$ cat config.mk
export PLATFORM = sky130hd
export DESIGN_NAME = xmodem_checksum_receiver
export DESIGN_NICKNAME = d
export VERILOG_FILES = /design/src/design/xmck_pkg.sv /design/src/design/xmodem_checksum_receiver.sv /design/src/design/xmck_proto.sv /design/src/design/xmck_outq.sv
export SDC_FILE = /design/constraint.sdc
export NUM_CORES = 1
export LEC_CHECK = 0
export BUFFER_PORTS_ARGS = -buffer_cell sky130_fd_sc_hd__buf_2
export CORE_MARGIN = 1
export CORE_UTILIZATION = 50
export DETAILED_ROUTE_END_ITERATION = 6
export GPL_TIMING_DRIVEN = 0
export PLACE_DENSITY = 0.72
export SYNTH_ARGS = -nofsm -noshare
export SYNTH_HDL_FRONTEND = slang
export SYNTH_SLANG_ARGS = --single-unit
export TNS_END_PERCENT = 50
$ cat constraint.sdc
create_clock -name clk -period 5.3 [get_ports clk]
set_input_delay 1.06 -clock clk [delete_from_list [all_inputs] [get_ports clk]]
set_output_delay 1.06 -clock clk [all_outputs]
set_load 0.005 [all_outputs]
$ cat src/design/xmck_pkg.sv
// ---------------------------------------------------------------------------
// xmck_pkg
// Control characters, result kinds and the result word for the XMODEM
// checksum receiver.
// ---------------------------------------------------------------------------
package xmck_pkg;

    // Line control characters
    localparam logic [7:0] CH_SOH = 8'h01;
    localparam logic [7:0] CH_EOT = 8'h04;
    localparam logic [7:0] CH_ACK = 8'h06;
    localparam logic [7:0] CH_NAK = 8'h15;
    localparam logic [7:0] CH_CAN = 8'h18;
    localparam logic [7:0] NUM_CHECK = 8'hff;

    // NAK interval register
    localparam int unsigned WAIT_W = 22;
    localparam logic [WAIT_W-1:0] NAK_INTERVAL_RESET = 22'd2000000;

    // Result kinds
    typedef enum logic [1:0] {
        KIND_SEND   = 2'd0,
        KIND_STORE  = 2'd1,
        KIND_FINISH = 2'd2,
        KIND_ABORT  = 2'd3
    } kind_t;

    // One queued result; pair marks an ACK that is followed by a finish word
    typedef struct packed {
        kind_t       kind;
        logic [7:0]  tx_byte;
        logic [15:0] store_addr;
        logic [7:0]  store_data;
        logic [16:0] total_size;
        logic        pair;
    } result_t;

endpackage

$ cat src/design/xmodem_checksum_receiver.sv
// ---------------------------------------------------------------------------
// xmodem_checksum_receiver
// Receiving side of XMODEM with an 8-bit checksum.
// ---------------------------------------------------------------------------
// Takes one word per clock: a received byte (tuser 0) or an idle tick
// (tuser 1). A word waits in the input register, where it is
// decoded against the protocol state, and then waits in a two-entry result
// queue. Every word gives at most one queue entry, so a new word enters each
// cycle as long as the queue drains; s_axis_tready drops only when the input
// register and both queue entries are held and the head entry does not leave
// in that cycle, either because the master side stalls or because the head
// is the ACK word of an EOT. EOT leaves as two words (ACK, then finish).
// ---------------------------------------------------------------------------
module xmodem_checksum_receiver
    import xmck_pkg::*;
#(
    parameter int unsigned BLOCK_BYTES  = 128,
    parameter int unsigned BUFFER_BYTES = 65536
)
(
    input  logic              clk,
    input  logic              rst_n,
    // Configuration: NAK interval in ticks
    input  logic              cfg_we,
    input  logic [WAIT_W-1:0] cfg_wdata,
    // Input stream
    input  logic              s_axis_tvalid,
    output logic              s_axis_tready,
    input  logic [7:0]        s_axis_tdata,   // [7:0] rx_byte
    input  logic              s_axis_tuser,   // [0] op
    // Result stream
    output logic              m_axis_tvalid,
    input  logic              m_axis_tready,
    output logic [55:0]       m_axis_tdata,   // [7:0] tx_byte, [23:8] store_addr,
                                              // [31:24] store_data, [48:32] total_size
    output logic [1:0]        m_axis_tuser,   // [1:0] kind
    output logic              m_axis_tlast
);

    logic    q_room;
    logic    push;
    result_t res;
    result_t out_res;

    // Decode words against the protocol state
    xmck_proto #(
        .BLOCK_BYTES  (BLOCK_BYTES),
        .BUFFER_BYTES (BUFFER_BYTES)
    ) u_proto (
        .clk       (clk),
        .rst_n     (rst_n),
        .cfg_we    (cfg_we),
        .cfg_wdata (cfg_wdata),
        .in_valid  (s_axis_tvalid),
        .in_op     (s_axis_tuser),
        .in_byte   (s_axis_tdata),
        .in_ready  (s_axis_tready),
        .q_room    (q_room),
        .push      (push),
        .res       (res)
    );

    // Buffer results toward the master side
    xmck_outq u_outq (
        .clk       (clk),
        .rst_n     (rst_n),
        .push      (push),
        .push_res  (res),
        .room      (q_room),
        .out_valid (m_axis_tvalid),
        .out_ready (m_axis_tready),
        .out_res   (out_res),
        .out_last  (m_axis_tlast)
    );

    // Pack the result word
    assign m_axis_tdata = {7'b0, out_res.total_size, out_res.store_data,
                           out_res.store_addr, out_res.tx_byte};
    assign m_axis_tuser = out_res.kind;

endmodule

$ cat src/design/xmck_proto.sv
// ---------------------------------------------------------------------------
// xmck_proto
// Input register and protocol state: one item is decoded per cycle while the
// queue has room, and any result is handed to the output queue.
// ---------------------------------------------------------------------------
module xmck_proto
    import xmck_pkg::*;
#(
    parameter int unsigned BLOCK_BYTES  = 128,
    parameter int unsigned BUFFER_BYTES = 65536
)
(
    input  logic              clk,
    input  logic              rst_n,
    input  logic              cfg_we,
    input  logic [WAIT_W-1:0] cfg_wdata,
    input  logic              in_valid,
    input  logic              in_op,
    input  logic [7:0]        in_byte,
    output logic              in_ready,
    input  logic              q_room,
    output logic              push,
    output result_t           res
);

    localparam int unsigned IDX_W  = $clog2(BLOCK_BYTES);
    localparam int unsigned ADDR_W = $clog2(BUFFER_BYTES);
    localparam int unsigned SIZE_W = $clog2(BUFFER_BYTES + 1);

    localparam logic [ADDR_W:0]   BUF_LIM  = (ADDR_W + 1)'(BUFFER_BYTES);
    localparam logic [ADDR_W:0]   BLK_ADD  = (ADDR_W + 1)'(BLOCK_BYTES);
    localparam logic [SIZE_W:0]   SIZE_LIM = (SIZE_W + 1)'(BUFFER_BYTES);
    localparam logic [SIZE_W:0]   SIZE_ADD = (SIZE_W + 1)'(BLOCK_BYTES);
    localparam logic [SIZE_W-1:0] SIZE_MAX = SIZE_W'(BUFFER_BYTES);
    localparam logic [IDX_W-1:0]  IDX_LAST = IDX_W'(BLOCK_BYTES - 1);

    typedef enum logic [2:0] {
        PH_HEADER,
        PH_NUMBER,
        PH_INVERSE,
        PH_DATA,
        PH_SUM
    } phase_t;

    // Input register
    logic              hold_valid_reg, hold_valid_next;
    logic              hold_op_reg;
    logic [7:0]        hold_byte_reg;

    // Protocol state
    logic [WAIT_W-1:0] nak_interval_reg, nak_interval_next;
    phase_t            phase_reg, phase_next;
    logic              receiving_reg, receiving_next;
    logic [7:0]        expected_reg, expected_next;
    logic [IDX_W-1:0]  idx_reg, idx_next;
    logic [7:0]        sum_reg, sum_next;
    logic [7:0]        check_reg, check_next;
    logic [ADDR_W-1:0] base_reg, base_next;
    logic [SIZE_W-1:0] size_reg, size_next;
    logic [WAIT_W-1:0] wait_reg, wait_next;

    logic              step;
    logic              in_take;
    logic [ADDR_W:0]   addr_sum, addr_mod, base_sum, base_mod;
    logic [SIZE_W:0]   size_sum;
    logic [SIZE_W-1:0] size_upd;
    logic [WAIT_W-1:0] wait_inc;
    logic [7:0]        sum_add;
    logic [ADDR_W+15:0] addr_wide;
    logic [SIZE_W+16:0] size_wide;
    logic [SIZE_W-1:0] size_out;

    // Handshake: the held item moves on whenever the queue can take it
    assign step     = hold_valid_reg && q_room;
    assign in_ready = !hold_valid_reg || q_room;
    assign in_take  = in_valid && in_ready;

    always_comb
    begin
        if (in_take)
        begin
            hold_valid_next = 1'b1;
        end
        else if (step)
        begin
            hold_valid_next = 1'b0;
        end
        else
        begin
            hold_valid_next = hold_valid_reg;
        end
    end

    // Datapath arithmetic
    assign addr_sum = {1'b0, base_reg} + (ADDR_W + 1)'(idx_reg);
    assign addr_mod = (addr_sum >= BUF_LIM) ? addr_sum - BUF_LIM : addr_sum;
    assign base_sum = {1'b0, base_reg} + BLK_ADD;
    assign base_mod = (base_sum >= BUF_LIM) ? base_sum - BUF_LIM : base_sum;
    assign size_sum = {1'b0, size_reg} + SIZE_ADD;
    assign size_upd = (size_sum >= SIZE_LIM) ? SIZE_MAX : size_sum[SIZE_W-1:0];
    assign wait_inc = wait_reg + WAIT_W'(1);
    assign sum_add  = sum_reg + hold_byte_reg;

    // Fit internal address and size to the port widths
    assign addr_wide = {16'b0, addr_mod[ADDR_W-1:0]};
    assign size_wide = {17'b0, size_out};

    // Decode the held item
    always_comb
    begin
        nak_interval_next = cfg_we ? cfg_wdata : nak_interval_reg;
        phase_next        = phase_reg;
        receiving_next    = receiving_reg;
        expected_next     = expected_reg;
        idx_next          = idx_reg;
        sum_next          = sum_reg;
        check_next        = check_reg;
        base_next         = base_reg;
        size_next         = size_reg;
        wait_next         = wait_reg;
        size_out          = size_reg;
        push              = 1'b0;
        res               = '0;
        res.kind          = KIND_SEND;

        if (step)
        begin
            if (hold_op_reg)
            begin
                // Idle tick: count toward a NAK until the first block starts
                if (phase_reg == PH_HEADER && !receiving_reg)
                begin
                    if (wait_inc >= nak_interval_reg)
                    begin
                        wait_next   = '0;
                        push        = 1'b1;
                        res.tx_byte = CH_NAK;
                    end
                    else
                    begin
                        wait_next = wait_inc;
                    end
                end
            end
            else
            begin
                unique case (phase_reg)
                    PH_NUMBER:
                    begin
                        if (hold_byte_reg != expected_reg)
                        begin
                            phase_next  = PH_HEADER;
                            push        = 1'b1;
                            res.tx_byte = CH_NAK;
                        end
                        else
                        begin
                            check_next = hold_byte_reg;
                            phase_next = PH_INVERSE;
                        end
                    end
                    PH_INVERSE:
                    begin
                        if ((check_reg ^ hold_byte_reg) != NUM_CHECK)
                        begin
                            phase_next  = PH_HEADER;
                            push        = 1'b1;
                            res.tx_byte = CH_NAK;
                        end
                        else
                        begin
                            idx_next   = '0;
                            sum_next   = '0;
                            phase_next = PH_DATA;
                        end
                    end
                    PH_DATA:
                    begin
                        sum_next = sum_add;
                        if (idx_reg == IDX_LAST)
                        begin
                            idx_next   = '0;
                            phase_next = PH_SUM;
                        end
                        else
                        begin
                            idx_next = idx_reg + IDX_W'(1);
                        end
                        push           = 1'b1;
                        res.kind       = KIND_STORE;
                        res.store_addr = addr_wide[15:0];
                        res.store_data = hold_byte_reg;
                    end
                    PH_SUM:
                    begin
                        phase_next = PH_HEADER;
                        push       = 1'b1;
                        if (sum_reg != hold_byte_reg)
                        begin
                            res.tx_byte = CH_NAK;
                        end
                        else
                        begin
                            expected_next = expected_reg + 8'd1;
                            base_next     = base_mod[ADDR_W-1:0];
                            size_next     = size_upd;
                            size_out      = size_upd;
                            res.tx_byte   = CH_ACK;
                        end
                    end
                    default:
                    begin
                        // Header byte; unused phase codes land here too
                        phase_next = PH_HEADER;
                        wait_next  = '0;
                        if (hold_byte_reg == CH_EOT)
                        begin
                            push        = 1'b1;
                            res.tx_byte = CH_ACK;
                            res.pair    = 1'b1;
                        end
                        else if (hold_byte_reg == CH_CAN || (hold_byte_reg != CH_SOH
                                 && receiving_reg))
                        begin
                            push     = 1'b1;
                            res.kind = KIND_ABORT;
                        end
                        else if (hold_byte_reg == CH_SOH)
                        begin
                            receiving_next = 1'b1;
                            phase_next     = PH_NUMBER;
                        end

                        // Finish and abort drop the transfer state
                        if (push)
                        begin
                            phase_next     = PH_HEADER;
                            receiving_next = 1'b0;
                            expected_next  = 8'd1;
                            idx_next       = '0;
                            sum_next       = '0;
                            check_next     = '0;
                            base_next      = '0;
                            size_next      = '0;
                            wait_next      = '0;
                        end
                    end
                endcase
            end
        end

        res.total_size = size_wide[16:0];
    end

    // Hold state and input register
    always_ff @(posedge clk or negedge rst_n)
    begin
        if (!rst_n)
        begin
            hold_valid_reg   <= 1'b0;
            nak_interval_reg <= NAK_INTERVAL_RESET;
            phase_reg        <= PH_HEADER;
            receiving_reg    <= 1'b0;
            expected_reg     <= 8'd1;
            idx_reg          <= '0;
            sum_reg          <= '0;
            check_reg        <= '0;
            base_reg         <= '0;
            size_reg         <= '0;
            wait_reg         <= '0;
        end
        else
        begin
            hold_valid_reg   <= hold_valid_next;
            nak_interval_reg <= nak_interval_next;
            phase_reg        <= phase_next;
            receiving_reg    <= receiving_next;
            expected_reg     <= expected_next;
            idx_reg          <= idx_next;
            sum_reg          <= sum_next;
            check_reg        <= check_next;
            base_reg         <= base_next;
            size_reg         <= size_next;
            wait_reg         <= wait_next;
        end
    end

    // Payload of the input register
    always_ff @(posedge clk)
    begin
        if (in_take)
        begin
            hold_op_reg   <= in_op;
            hold_byte_reg <= in_byte;
        end
    end

endmodule

$ cat src/design/xmck_outq.sv
// ---------------------------------------------------------------------------
// xmck_outq
// Two-entry result queue; an entry marked as a pair leaves as an ACK word
// followed by a finish word.
// ---------------------------------------------------------------------------
module xmck_outq
    import xmck_pkg::*;
(
    input  logic    clk,
    input  logic    rst_n,
    input  logic    push,
    input  result_t push_res,
    output logic    room,
    output logic    out_valid,
    input  logic    out_ready,
    output result_t out_res,
    output logic    out_last
);

    localparam int unsigned DEPTH = 2;

    result_t                   entry_reg [DEPTH];
    logic                      wr_ptr_reg, wr_ptr_next;
    logic                      rd_ptr_reg, rd_ptr_next;
    logic [$clog2(DEPTH+1)-1:0] count_reg, count_next;
    logic                      sub_reg, sub_next;
    logic                      beat;
    logic                      pop;
    result_t                   head;

    assign head      = entry_reg[rd_ptr_reg];
    assign out_valid = (count_reg != '0);
    assign beat      = out_valid && out_ready;
    assign pop       = beat && (!head.pair || sub_reg);
    assign room      = (count_reg != DEPTH[$clog2(DEPTH+1)-1:0]) || pop;

    // Shape the outgoing word
    always_comb
    begin
        out_res      = head;
        out_res.pair = 1'b0;
        out_last     = !head.pair || sub_reg;
        if (head.pair && sub_reg)
        begin
            out_res.kind       = KIND_FINISH;
            out_res.tx_byte    = '0;
            out_res.store_addr = '0;
            out_res.store_data = '0;
        end
    end

    // Advance pointers and count
    always_comb
    begin
        wr_ptr_next = push ? !wr_ptr_reg : wr_ptr_reg;
        rd_ptr_next = pop ? !rd_ptr_reg : rd_ptr_reg;
        sub_next    = beat ? (head.pair && !sub_reg) : sub_reg;
        count_next  = count_reg;
        if (push && !pop)
        begin
            count_next = count_reg + 1'b1;
        end
        else if (pop && !push)
        begin
            count_next = count_reg - 1'b1;
        end
    end

    always_ff @(posedge clk or negedge rst_n)
    begin
        if (!rst_n)
        begin
            wr_ptr_reg <= 1'b0;
            rd_ptr_reg <= 1'b0;
            count_reg  <= '0;
            sub_reg    <= 1'b0;
        end
        else
        begin
            wr_ptr_reg <= wr_ptr_next;
            rd_ptr_reg <= rd_ptr_next;
            count_reg  <= count_next;
            sub_reg    <= sub_next;
        end
    end

    // Store pushed results
    always_ff @(posedge clk)
    begin
        if (push)
        begin
            entry_reg[wr_ptr_reg] <= push_res;
        end
    end

endmodule

---- After elaboration in Yosys (flattened, before gate mapping) ----
Memories as Yosys holds them, arrays and structs flattened.
Cells that the tools add are included.
word-level totals
  register bits ........................... 127
  bits in writable memories ............... 104
  output and inout bits ................... 61
  memories kept ........................... 1
cells by class
  bitwise gates (word level) .............. 6
  equality and inequality tests ........... 21
  magnitude comparators ................... 4
  add/subtract/negate cells ............... 11
  reductions and logical operators ........ 43
  multiplexer cells ....................... 78
memories
  memory            depth  width  read ports  clocked after Yosys merged registers in  wr ports  line             source
  u_outq.entry_reg  2      52     1           0                                        1         xmck_outq.sv:22  result_t entry_reg [DEPTH];
operators with widths
  cell                                                                 count
  2-to-1 mux 17 bit                                                    6
  2-to-1 mux 22 bit                                                    4
  2-to-1 mux 34 bit                                                    2
  2-to-1 mux 16 bit                                                    4
  2-to-1 mux 8 bit                                                     7
  2-to-1 mux 24 bit                                                    2
  greater-or-equal comparator 17 bit, second input constant            2
  case mux 17 bit (2 select lines)                                     1
  case mux 16 bit (2 select lines)                                     1
  case mux 8 bit (2 select lines)                                      2
  case mux 8 bit (4 select lines)                                      1
  subtractor 16 x 1 -> 16 bit, second input constant                   2
  2-to-1 mux 1 bit                                                     24
  case mux 8 bit (3 select lines)                                      1
  adder 22 x 1 -> 22 bit, second input constant                        1
  greater-or-equal comparator 22 bit                                   1
  2-to-1 mux 7 bit                                                     3
  case mux 7 bit (3 select lines)                                      1
  2-to-1 mux 5 bit                                                     4
  adder 17 x 8 -> 18 bit, second input constant                        1
  greater-or-equal comparator 18 x 17 -> 1 bit, second input constant  1
  adder 16 x 7 -> 17 bit                                               1
  adder 16 x 8 -> 17 bit, second input constant                        1
  inequality test 8 bit                                                2
  other kinds (36)                                                     88

---- Depth between registers and ports, before layout ----
Gate-level depths: netlist of the first run.
  depth after elaboration ................. 15
  mapped depth ............................ 19
  depth with buffers taken out ............ 18

---- Hierarchy ----
Synthesis of the first run repeated with hierarchy kept, for this count alone.
second synthesis, totals
  cells, all modules ...................... 1,028
  area, all modules ....................... 11,273.3 µm²
modules (own cells, without submodules)
  module                    sequential area each (µm²)  area an instance (µm²)  cells each  times used
  xmck_proto                2,932.8                     7,069.3                 793         1
  xmck_outq                 3,248.1                     4,147.7                 227         1
  xmodem_checksum_receiver  0.0                         56.3                    8           1

---- Worst setup path before layout of the first run ----
OpenSTA, ideal clock, no wires.
  path kind ............................... reg-to-reg
  from .................................... reg u_proto.wait_reg[0]
  to ...................................... mem u_outq.entry_reg[0][0] (netlist bit) (enable)
  arrival time ............................ 5.161 ns
  stages on the path, launching flop included .. 17
  slack ................................... -0.318 ns
  period minus slack after synthesis ...... 5.618 ns
  data required time ...................... 4.843 ns
  cells stage by stage .................... dfrtp_1 -> ha_1 -> and3_1 -> nand3_1 -> nor2_1 -> and3_1 -> clkbuf_1 -> nand2_1 -> xnor2_1 -> ha_1 -> nand4_1 -> nor3_1 -> nand2_1 -> o21ai_0 -> o21ai_0 -> a21oi_1 -> nor2b_1
between the ends
  word-level cells in the longest chain between the ends .. 8
RTL lines
  item                                    line               source
  start: declaration                      xmck_proto.sv:60   logic [WAIT_W-1:0] wait_reg, wait_next;
  start signal: assignment                xmck_proto.sv:284  wait_reg <= wait_next;
  adder 22 x 1 -> 22 bit                  xmck_proto.sv:101  assign wait_inc = wait_reg + WAIT_W'(1);
  greater-or-equal comparator 22 bit      xmck_proto.sv:133  if (wait_inc >= nak_interval_reg)
  2-to-1 mux 1 bit                        xmck_proto.sv:133
  2-to-1 mux 1 bit                        xmck_proto.sv:131  if (phase_reg == PH_HEADER && !receiving_reg)
  2-to-1 mux 1 bit                        xmck_proto.sv:128  if (hold_op_reg)
  2-to-1 mux 1 bit                        xmck_proto.sv:126  if (step)
  2-to-1 mux 1 bit                        xmck_outq.sv:90    if (push)
  2-to-1 mux 1 bit (implied by the code)  xmck_outq.sv:92    entry_reg[wr_ptr_reg] <= push_res;
  end: declaration                        xmck_outq.sv:22
Every way passes these cells.

---- Worst setup path after layout of the first run ----
  from .................................... reg u_proto.wait_reg[0]
  to ...................................... reg u_proto.wait_reg[13]
between the ends
  word-level cells in the longest chain between the ends .. 5
RTL lines
  item                                line
  adder 22 x 1 -> 22 bit (*)          xmck_proto.sv:101
  greater-or-equal comparator 22 bit  xmck_proto.sv:133
  2-to-1 mux 22 bit (*)               xmck_proto.sv:133
  2-to-1 mux 22 bit (*)               xmck_proto.sv:131
  2-to-1 mux 22 bit (*)               xmck_proto.sv:128
Every way passes the cells marked *; elsewhere a longest branch is shown, timed or not. The select of a mux whose other input is x is not followed.
A chain may end at the register's enable or synchronous reset.

==> results of run 1 <==
layer usage:
layer / routed length (um) / global-route usage / part of all wire
met1: 10040 / 0.2767 / 0.45
met2: 10690 / 0.3592 / 0.48
met3: 1119 / 0.02883 / 0.050
met4: 582 / 0.06753 / 0.026
met5: 0 / 0 / 0
worst reg2reg max path: cells and delay by family (launching register included):
kind / cells / cell delay, ns
flops: 1 / 0.40
fa+ha+maj: 2 / 0.55
buf+inv: 2 / 0.77
simple gates: 6 / 1.23
compound gates: 5 / 1.56
xor+xnor: 1 / 0.15
power by group through the flow:
stage               sequential, mW  clock (mW)  combinational [mW]
floorplan                     1.99           0               0.793
global placement              2.01           0                1.17
detailed placement            2.01           0                1.20
CTS                           1.98        1.56                1.21
global route                  2.00        1.63                1.34
finish                        1.98        1.53                1.20
cell type report:
type	count	area, um2	share of cell area
Multi-Input combinational cell	694	4486	0.3643
Timing Repair Buffer	89	509.2	0.04136
Buffer	50	249.0	0.02022
Inverter	34	127.6	0.01036
Clock buffer	27	600.6	0.04878
Clock inverter	13	116.4	0.009450
Sequential cell	214	5881	0.4776
Tap cell	275	344.1	0.02794
cells by family (layout without fill, tap and decap cells):
group	count (synthesis)	after routing	share of synthesized area
compound gates	203	203	0.1222
flops	214	214	0.5500
buf+inv	84	213	0.03523
xor+xnor	61	61	0.04997
other cells	1	11	0.0003507
simple gates	332	332	0.1492
mux	50	50	0.04915
fa+ha+maj	37	37	0.04389
cells in the mapped netlist (3+ instances only):
cell type / n / area [um2]
sky130_fd_sc_hd__o21ai_1: 3 / 15.01
sky130_fd_sc_hd__nand2_1: 95 / 356.6
sky130_fd_sc_hd__dfstp_2: 8 / 210.2
sky130_fd_sc_hd__nand2b_1: 10 / 62.56
sky130_fd_sc_hd__o31ai_1: 6 / 45.04
sky130_fd_sc_hd__mux2_2: 19 / 214.0
sky130_fd_sc_hd__xor2_1: 32 / 280.3
sky130_fd_sc_hd__nor4_1: 9 / 56.30
sky130_fd_sc_hd__a21o_1: 13 / 97.59
sky130_fd_sc_hd__ha_1: 35 / 437.9
sky130_fd_sc_hd__o41ai_1: 3 / 26.28
sky130_fd_sc_hd__and2_1: 33 / 206.5
sky130_fd_sc_hd__a211o_1: 3 / 26.28
sky130_fd_sc_hd__and3_1: 16 / 100.1
sky130_fd_sc_hd__a21oi_1: 33 / 165.2
sky130_fd_sc_hd__dfrtp_1: 103 / 2577
sky130_fd_sc_hd__buf_1: 5 / 18.77
sky130_fd_sc_hd__mux2i_1: 30 / 300.3
sky130_fd_sc_hd__o31a_1: 4 / 35.03
sky130_fd_sc_hd__nor3_1: 18 / 90.09
sky130_fd_sc_hd__nand4_1: 16 / 100.1
sky130_fd_sc_hd__edfxtp_1: 103 / 3093
sky130_fd_sc_hd__a31oi_1: 25 / 156.4
sky130_fd_sc_hd__inv_1: 33 / 123.9
sky130_fd_sc_hd__or3_1: 3 / 18.77
sky130_fd_sc_hd__or2_2: 3 / 18.77
sky130_fd_sc_hd__a22o_1: 22 / 192.7
sky130_fd_sc_hd__xnor2_1: 29 / 254.0
sky130_fd_sc_hd__o21ai_0: 69 / 345.3
sky130_fd_sc_hd__buf_4: 12 / 90.09
sky130_fd_sc_hd__nor2b_1: 12 / 75.07
sky130_fd_sc_hd__clkbuf_1: 30 / 112.6
sky130_fd_sc_hd__nand3_1: 23 / 115.1
sky130_fd_sc_hd__o211ai_1: 4 / 30.03
sky130_fd_sc_hd__nor2_1: 86 / 322.8
timing repair:
item | 4_1_cts | 5_1_grt
endpoints found under the setup margin | 0 | 78
resized for setup | 0 | 2
setup buffers | 0 | 2
per-stage QoR:
stage | setup TNS (ns) | hold slack [ns] | power (mW)
after detailed placement | 0 | 0.4785 | 3.212
final | 0 | 0.4926 | 4.711
after global placement | -81.48 | 0.4703 | 3.178
after CTS | 0 | 0.4907 | 4.748
after floorplan | 0 | 0.4502 | 2.782
after global routing | 0 | 0.5182 | 4.963
path summary, 6_finish.rpt:
kind | endpoint | depth (start not counted) | start | slack [ns]
max | u_proto.wait_reg[13]$_DFFE_PN0P_ | 16 | u_proto.wait_reg[0]$_DFFE_PN0P_ | 0.54
min | u_proto.sum_reg[6]$_DFFE_PN0P_ | 2 | u_proto.sum_reg[6]$_DFFE_PN0P_ | 0.49
max reg2reg | u_proto.wait_reg[13]$_DFFE_PN0P_ | 16 | u_proto.wait_reg[0]$_DFFE_PN0P_ | 0.54
min reg2reg | u_proto.sum_reg[6]$_DFFE_PN0P_ | 2 | u_proto.sum_reg[6]$_DFFE_PN0P_ | 0.49
max in group asynchronous | u_proto.nak_interval_reg[19]$_DFFE_PN1P_ | 2 | rst_n | 4.07
min in group asynchronous | u_proto.sum_reg[4]$_DFFE_PN0P_ | 1 | rst_n | 0.52
==> reports/qor.tcl, run 1 <==
set qor(final_cell_mix) {sky130_fd_sc_hd__dfrtp_1 (103), sky130_fd_sc_hd__edfxtp_1 (103), sky130_fd_sc_hd__nand2_1 (95)}
set qor(clock_tree_from_tritoncts) {yes}
set qor(worst-slew-pin-transition_ns) 1.030
set qor(portion_of_the_post_synthesis_area_used_by_sequential_elements) 0.5500
set qor(timing.final.crit_period_ns) 4.764
set qor(post_layout_nonfiller_instances) 1396
set qor(p_clk_frac) 0.325
set qor(routed-via-count) 7750
set qor(dp_hpwl_mm) 15.75
set qor(first_global_vias) 7389
set qor(run_status) {finished clean}
set qor(fp.dieH_um) 148.2
set qor(worstSetupEndpointType) {register}
set qor(synth-edff-count) 103
set qor(drtIter0Drc) 492
set qor(fin_area_mm2) 0.01231
set qor(vdd_drop_max_mv) 0.2251
set qor(drv_slew) 0
set qor(h-tree-depth) 1
set qor(detailed_routing_iterations_pass_1) 5
set qor(die_width_um) 148.2
set qor(route.detailed.drc) 0
set qor(cp_max_fo) 10
set qor(floorplan.io_pins) 97
set qor(pleak_nw) 5.374
set qor(finalSetupViolCount) 0
set qor(largest_register_ffs) 94
set qor(grt_first_pass_wirelength_mm) 36.94
set qor(maximum_number_of_pins_on_one_net_before_global_route_repair) 64
set qor(synth.avg_cell_area_um2) 10.89
set qor(worst-path-buf-inv) 2
set qor(layout.nets) 1178
set qor(slew_headroom) 0.3059
set qor(clock_latency_ns) 0.50
set qor(dp_slack_ns) 0.1907
set qor(detail_route.vias_per_cell) 5.552
set qor(ant_nets) 0
set qor(net-switching-power_mw) 1.404
set qor(dominantRegCellSynth) {sky130_fd_sc_hd__edfxtp_1}
set qor(timing.critical_path.required_ns) 5.73
set qor(wire_length_after_detailed_routing_mm) 22.43
set qor(seq_power_share) 0.421
set qor(worst_clock_skew_ns) 0.01621
set qor(gpl.final_weighted_congestion) 0.8749
set qor(finalHoldViolations) 0
set qor(placement_rows) 53
set qor(critical_path.top_delay_family) {compound AO/OA/AOI/OAI gates}
set qor(number_of_buffers_created_by_cts) 23
set qor(final.setup.worst_slack_ns) 0.5360
set qor(design.core.area_mm2) 0.02102
set qor(yosysUniqueCellTypes) 63
set qor(synth_seq_cells) 214
set qor(power_frac_comb) 0.254
set qor(antenna_found_initial) 0
set qor(cts_root_buffer) {sky130_fd_sc_hd__clkbuf_16}
set qor(crit_slowest_cell) {sky130_fd_sc_hd__a21oi_1}
set qor(cts_hold_buffers) 0
set qor(dp.cells) 1354
set qor(maximum_buffer_depth_of_the_clock_tree) 3
set qor(antenna-diode-count) 0
set qor(timing.critical_path.from_type) {register}
set qor(fmax_mhz) 209.9
set qor(fin_util) 0.5857
set qor(hold_path.class) {reg -> reg}
set qor(ys_warn_count) 0
set qor(intPower_mw) 3.308
set qor(initial_core_util) 0.5086
set qor(syn-instance-count) 982
set qor(max_cap_violations) 0
set qor(port_buffers) 84
set qor(timing.final.crit_share) 0.8989
set qor(worst_path_largest_cell_delay_ns) 0.66
set qor(fp.dieArea_mm2) 0.02197
set qor(placement.cell_area_mm2) 0.01158
set qor(area_delta_synth_final_pct) 15.17
set qor(wire_per_inst_um) 16.07
set qor(grt_setup_unrepaired) {false}
set qor(synth.cell_area_mm2) 0.01069
set qor(layout-drive-gt1-share) 0.1579
set qor(global_route.usage.total) 0.2101
set qor(clock_sink_count) 214
set qor(post_synth_arst_share) 0.5187
set qor(cts.reportedPaths.clkPinSlew_ns) 0.06
set qor(pwrdens_mw_per_mm2) 382.6
set qor(worstPathCellList) {ha_1, and3_1, nand3_1, nor2_1, and3_1, clkbuf_1, nand2_1, xnor2_1, ha_1, and4_1, a221oi_1, o2111ai_1, a21oi_1, clkbuf_1, a21oi_1, a31oi_1}
set qor(nFillCells) 1749
set qor(share_of_total_power_consumed_by_net_switching) 0.2979
set qor(worst_setup_path_category) {reg -> reg}
set qor(arrival_time_at_the_worst_endpoint_ns) 5.19
set qor(global_route.overflow_total) 0
No activity file was read; power rests on OpenSTA's default activity.
==> run 2, diff against run 1 <==
Settings changed: ABC_AREA from default to 1, CORE_MARGIN 1 to default, PLACE_DENSITY 0.72 to 0.71, SKIP_CTS_REPAIR_TIMING from default to 1.
==> reports/qor.tcl, run 2 <==
set qor(route.detailed.drc) 0 ;# unchanged
set qor(layout.nets) 1510 ;# +28%
set qor(seq_power_share) 0.391 ;# -0.030
set qor(pleak_nw) 6.192 ;# +15%
set qor(routed-via-count) 8725 ;# +13%
set qor(yosys.area_share.adder) 0.04082 ;# -0.003069
set qor(wire_length_after_detailed_routing_mm) 23.64 ;# +5.4%
set qor(arrival_time_at_the_worst_endpoint_ns) 4.25 ;# -0.94 ns
set qor(timing.final.crit_share) 0.7619 ;# -0.1370
set qor(synth_compound_area_frac) 0.06457 ;# -0.05761
set qor(largest_register_ffs) 94 ;# unchanged
set qor(dominant_combinational_cell_family_by_area_after_synthesis) {simple AND/OR/NAND/NOR gates}
set qor(reg2reg_from) {u_proto.wait_reg[0]$_DFFE_PN0P_}
set qor(timing.critical_path.from_type) {register}
set qor(synth.avg_cell_area_um2) 8.532 ;# -22%
set qor(worst_setup_path_category) {reg -> reg}
set qor(run_status) {finished clean}
set qor(cts.reportedPaths.clkPinSlew_ns) 0.06 ;# about the same
set qor(maximum_buffer_depth_of_the_clock_tree) 3 ;# unchanged
set qor(timing.critical_path.required_ns) 5.51 ;# -0.22 ns
set qor(first_global_vias) 8049 ;# +8.9%
set qor(drv_slew) 0 ;# unchanged
set qor(pwrdens_mw_per_mm2) 431.8 ;# +13%
set qor(yosysTopAreaCellShare) 0.2757 ;# -0.01361
set qor(hold_path.class) {in -> async}
set qor(slew_headroom) 0.6023 ;# +0.2965
set qor(post_synth_arst_share) 0.5187 ;# unchanged
set qor(initial_core_util) 0.5125 ;# +0.003916
set qor(fmax_mhz) 247.6 ;# +18%
set qor(worst_path_largest_cell_delay_ns) 0.49 ;# -0.17 ns
set qor(crit_slowest_cell) {sky130_fd_sc_hd__nor2_4}
set qor(cp_max_fo) 30 ;# +20
set qor(drtIter0Drc) 517 ;# +5.1%
set qor(cpMostUsedCell) {sky130_fd_sc_hd__nand2_1}
set qor(grt_setup_unrepaired) {false}
set qor(area_delta_synth_final_pct) 15.72
set qor(power_frac_comb) 0.286 ;# +0.032
set qor(total_power_mw) 5.606 ;# +19%
set qor(portion_of_the_post_synthesis_area_used_by_sequential_elements) 0.5241 ;# -0.02589
set qor(cts_root_buffer) {sky130_fd_sc_hd__clkbuf_16}
set qor(p_clk_frac) 0.324 ;# about the same
set qor(port_buffers) 84 ;# unchanged
set qor(global_route.usage.total) 0.2127 ;# +0.002585
set qor(clock_tree_from_tritoncts) {yes}
set qor(maximum_number_of_pins_on_one_net_before_global_route_repair) 97 ;# +52%
set qor(worst-slew-pin-transition_ns) 0.5951 ;# -0.4352 ns
set qor(detail_route.vias_per_cell) 5.029 ;# -9.4%
set qor(finalHoldViolations) 0 ;# unchanged
set qor(reg2reg_slack_ns) 1.26 ;# +0.73 ns
set qor(net-switching-power_mw) 1.825 ;# +30%
set qor(synth-edff-count) 103 ;# unchanged
set qor(floorplan.io_pins) 97 ;# unchanged
set qor(die_width_um) 151.8 ;# +2.4%
set qor(design.core.area_mm2) 0.02189 ;# +4.1%
set qor(yosysUniqueCellTypes) 42 ;# -33%
set qor(ant_nets) 0 ;# unchanged
set qor(fp.dieArea_mm2) 0.02304 ;# +4.9%
set qor(count_of_cells_along_the_worst_register_to_register_path) 18 ;# +2
set qor(max_cap_violations) 0 ;# unchanged
set qor(post-synth-top-count-cell) {sky130_fd_sc_hd__nand2_1}
set qor(post_synth_most_frequent_cells) {sky130_fd_sc_hd__nand2_1 (435), sky130_fd_sc_hd__inv_1 (163), sky130_fd_sc_hd__dfrtp_1 (103), sky130_fd_sc_hd__edfxtp_1 (103), sky130_fd_sc_hd__nor2_1 (86)}
set qor(layout-drive-gt1-share) 0.1430 ;# -0.01494
set qor(h-tree-depth) 1 ;# unchanged
set qor(gpl.final_weighted_congestion) 0.8673 ;# -0.87%
set qor(syn-instance-count) 1315 ;# +34%
set qor(worst_clock_skew_ns) 0.007930 ;# -0.008278 ns
set qor(fp.dieH_um) 151.8 ;# +2.4%
set qor(grt_first_pass_wirelength_mm) 38.87 ;# +5.2%
set qor(clock_sink_count) 214 ;# unchanged
set qor(synth_seq_cells) 214 ;# unchanged
set qor(dp_hpwl_mm) 16.88 ;# +7.1%
set qor(worst-path-buf-inv) 1 ;# -1
set qor(antenna_found_initial) 0 ;# unchanged
set qor(timing.rr.end) {u_outq.entry_reg[1][2]$_DFFE_PP_}
set qor(share_of_total_power_consumed_by_net_switching) 0.3256 ;# +0.02762
set qor(dominantRegCellSynth) {sky130_fd_sc_hd__edfxtp_1}
set qor(worstPathCellList) {ha_1, nand2_1, nor2_1, nand2_1, nor3b_1, xor2_1, ha_1, nand2_1, nor2_1, nand2_1, nor2_1, nand2_1, nand3_1, nor2_2, nor2_1, nand2_1, nor2_4, buf_12}
set qor(vdd_drop_max_mv) 0.1934 ;# -14%
set qor(timing.critical_path.from) {u_proto.wait_reg[0]$_DFFE_PN0P_}
set qor(cp_num_cells) 18 ;# +2
set qor(clock_latency_ns) 0.52 ;# +0.02 ns
set qor(synth-xor-area-share) 0.03669 ;# -0.01328
set qor(finalSetupViolCount) 0 ;# unchanged
set qor(global_route.overflow_total) 0 ;# unchanged
set qor(final_cell_mix) {sky130_fd_sc_hd__nand2_1 (435), sky130_fd_sc_hd__inv_1 (162), sky130_fd_sc_hd__dfrtp_1 (103), sky130_fd_sc_hd__edfxtp_1 (103), sky130_fd_sc_hd__buf_2 (93)}
set qor(number_of_buffers_created_by_cts) 24 ;# +4.3%
set qor(intPower_mw) 3.781 ;# +14%
set qor(worstSetupEndpointType) {register}
set qor(critical_path.top_delay_family) {simple AND/OR/NAND/NOR gates}
set qor(antenna-diode-count) 0 ;# unchanged
set qor(mux_contribution_to_synthesized_area) 0.001004 ;# -0.04815
set qor(wire_per_inst_um) 13.62 ;# -15%
set qor(placement_rows) 54 ;# +1.9%
set qor(final_common_cell) {sky130_fd_sc_hd__nand2_1}
set qor(endpoint) {u_outq.entry_reg[1][2]$_DFFE_PP_}
set qor(synth_simple_gate_area_frac) 0.2494 ;# +0.1001
set qor(detailed_routing_iterations_pass_1) 5 ;# unchanged
set qor(dp.cells) 1692 ;# +25%
set qor(ys_warn_count) 0 ;# unchanged
set qor(synth.cell_area_mm2) 0.01122 ;# +4.9%
set qor(synth.top_cells.by_area) {sky130_fd_sc_hd__edfxtp_1 (28%), sky130_fd_sc_hd__dfrtp_1 (23%), sky130_fd_sc_hd__nand2_1 (15%)}
set qor(post_layout_nonfiller_instances) 1735 ;# +24%
set qor(post-synth-top-area-cell) {sky130_fd_sc_hd__edfxtp_1}
set qor(timing.final.crit_period_ns) 4.038 ;# -0.7260 ns
## run 2: changes by cell type in the layout (fill, tap and decap cells not counted), sizes merged, moves of 23 or more
| cell | delta |
|---|---|
| inv | +134 |
| mux2i | -30 |
| and2 | -33 |
| o21ai | +23 |
| nand3 | +45 |
| nand2 | +348 |
## run 2: worst min-delay path by stage
stage / start / endpoint / slack [ns] / cells after the start
after floorplan: u_outq.wr_ptr_reg$_DFFE_PN0N_ / u_outq.wr_ptr_reg$_DFFE_PN0N_ / 0.44 / 2
after global placement: u_outq.wr_ptr_reg$_DFFE_PN0N_ / u_outq.wr_ptr_reg$_DFFE_PN0N_ / 0.46 / 2
after detailed placement: u_proto.sum_reg[3]$_DFFE_PN0P_ / u_proto.sum_reg[3]$_DFFE_PN0P_ / 0.47 / 2
after CTS: rst_n / u_proto.sum_reg[4]$_DFFE_PN0P_ / 0.36 / 1
after global routing: rst_n / u_proto.sum_reg[4]$_DFFE_PN0P_ / 0.37 / 1
final: rst_n / u_proto.sum_reg[4]$_DFFE_PN0P_ / 0.37 / 1
## run 2: worst register-to-register path: stages, from the launching register on
cell                      delay (ns)
sky130_fd_sc_hd__dfrtp_1        0.41
sky130_fd_sc_hd__ha_1           0.27
sky130_fd_sc_hd__nand2_1        0.09
sky130_fd_sc_hd__nor2_1         0.31
sky130_fd_sc_hd__nand2_1        0.16
sky130_fd_sc_hd__nor3b_1        0.25
sky130_fd_sc_hd__xor2_1         0.13
sky130_fd_sc_hd__ha_1           0.29
sky130_fd_sc_hd__nand2_1        0.06
sky130_fd_sc_hd__nor2_1         0.08
sky130_fd_sc_hd__nand2_1        0.11
sky130_fd_sc_hd__nor2_1         0.19
sky130_fd_sc_hd__nand2_1        0.08
sky130_fd_sc_hd__nand3_1        0.11
sky130_fd_sc_hd__nor2_2         0.09
sky130_fd_sc_hd__nor2_1         0.16
sky130_fd_sc_hd__nand2_1        0.14
sky130_fd_sc_hd__nor2_4         0.49
sky130_fd_sc_hd__buf_12         0.28
## run 2: cell families (layout without fill, tap and decap cells)
group | Yosys count | count (layout)
compound gates | 133 | 133
xor+xnor | 47 | 47
fa+ha+maj | 36 | 36
buf+inv | 224 | 354
flops | 214 | 214
mux | 1 | 1
other cells | 1 | 11
simple gates | 659 | 659
## run 2: power by group through the flow
stage | logic, mW | registers [mW] | clock network, mW
floorplan | 1.08 | 2.19 | 0
global placement | 1.55 | 2.22 | 0
CTS | 1.63 | 2.19 | 1.84
detailed placement | 1.62 | 2.22 | 0
finish | 1.60 | 2.19 | 1.81
global route | 1.85 | 2.22 | 1.90
## run 2: final cells by class
cell class | count | area, um2
Fill cell | 1941 | 8907
Sequential cell | 214 | 5881
Multi-Input combinational cell | 887 | 4452
Clock buffer | 33 | 695.7
Inverter | 169 | 634.4
Timing Repair Buffer | 87 | 494.2
Tap cell | 280 | 350.3
Buffer | 55 | 297.8
Clock inverter | 10 | 178.9
## run 2: metal layers
layer | track usage | vias to the layer above | share of wire
met3 | 0.02725 | 35 | 0.048
met1 | 0.2925 | 4029 | 0.45
met2 | 0.3545 | 233 | 0.48
li1 | - | 4428 | -
met4 | 0.05693 | 0 | 0.017
met5 | 0 | - | 0
## run 2: through the flow
stage	utilization	setup slack, ns	setup TNS (ns)	hold WS [ns]	cell area, um2
global route	0.5931	0.8568	0	0.3722	12980
CTS	0.5931	1.257	0	0.3639	12980
finish	0.5931	1.262	0	0.3702	12980
global placement	0.5494	-1.148	-53.90	0.4557	12030
floorplan	-	0.4743	0	0.4419	11260
detailed placement	0.5532	1.290	0	0.4705	12110
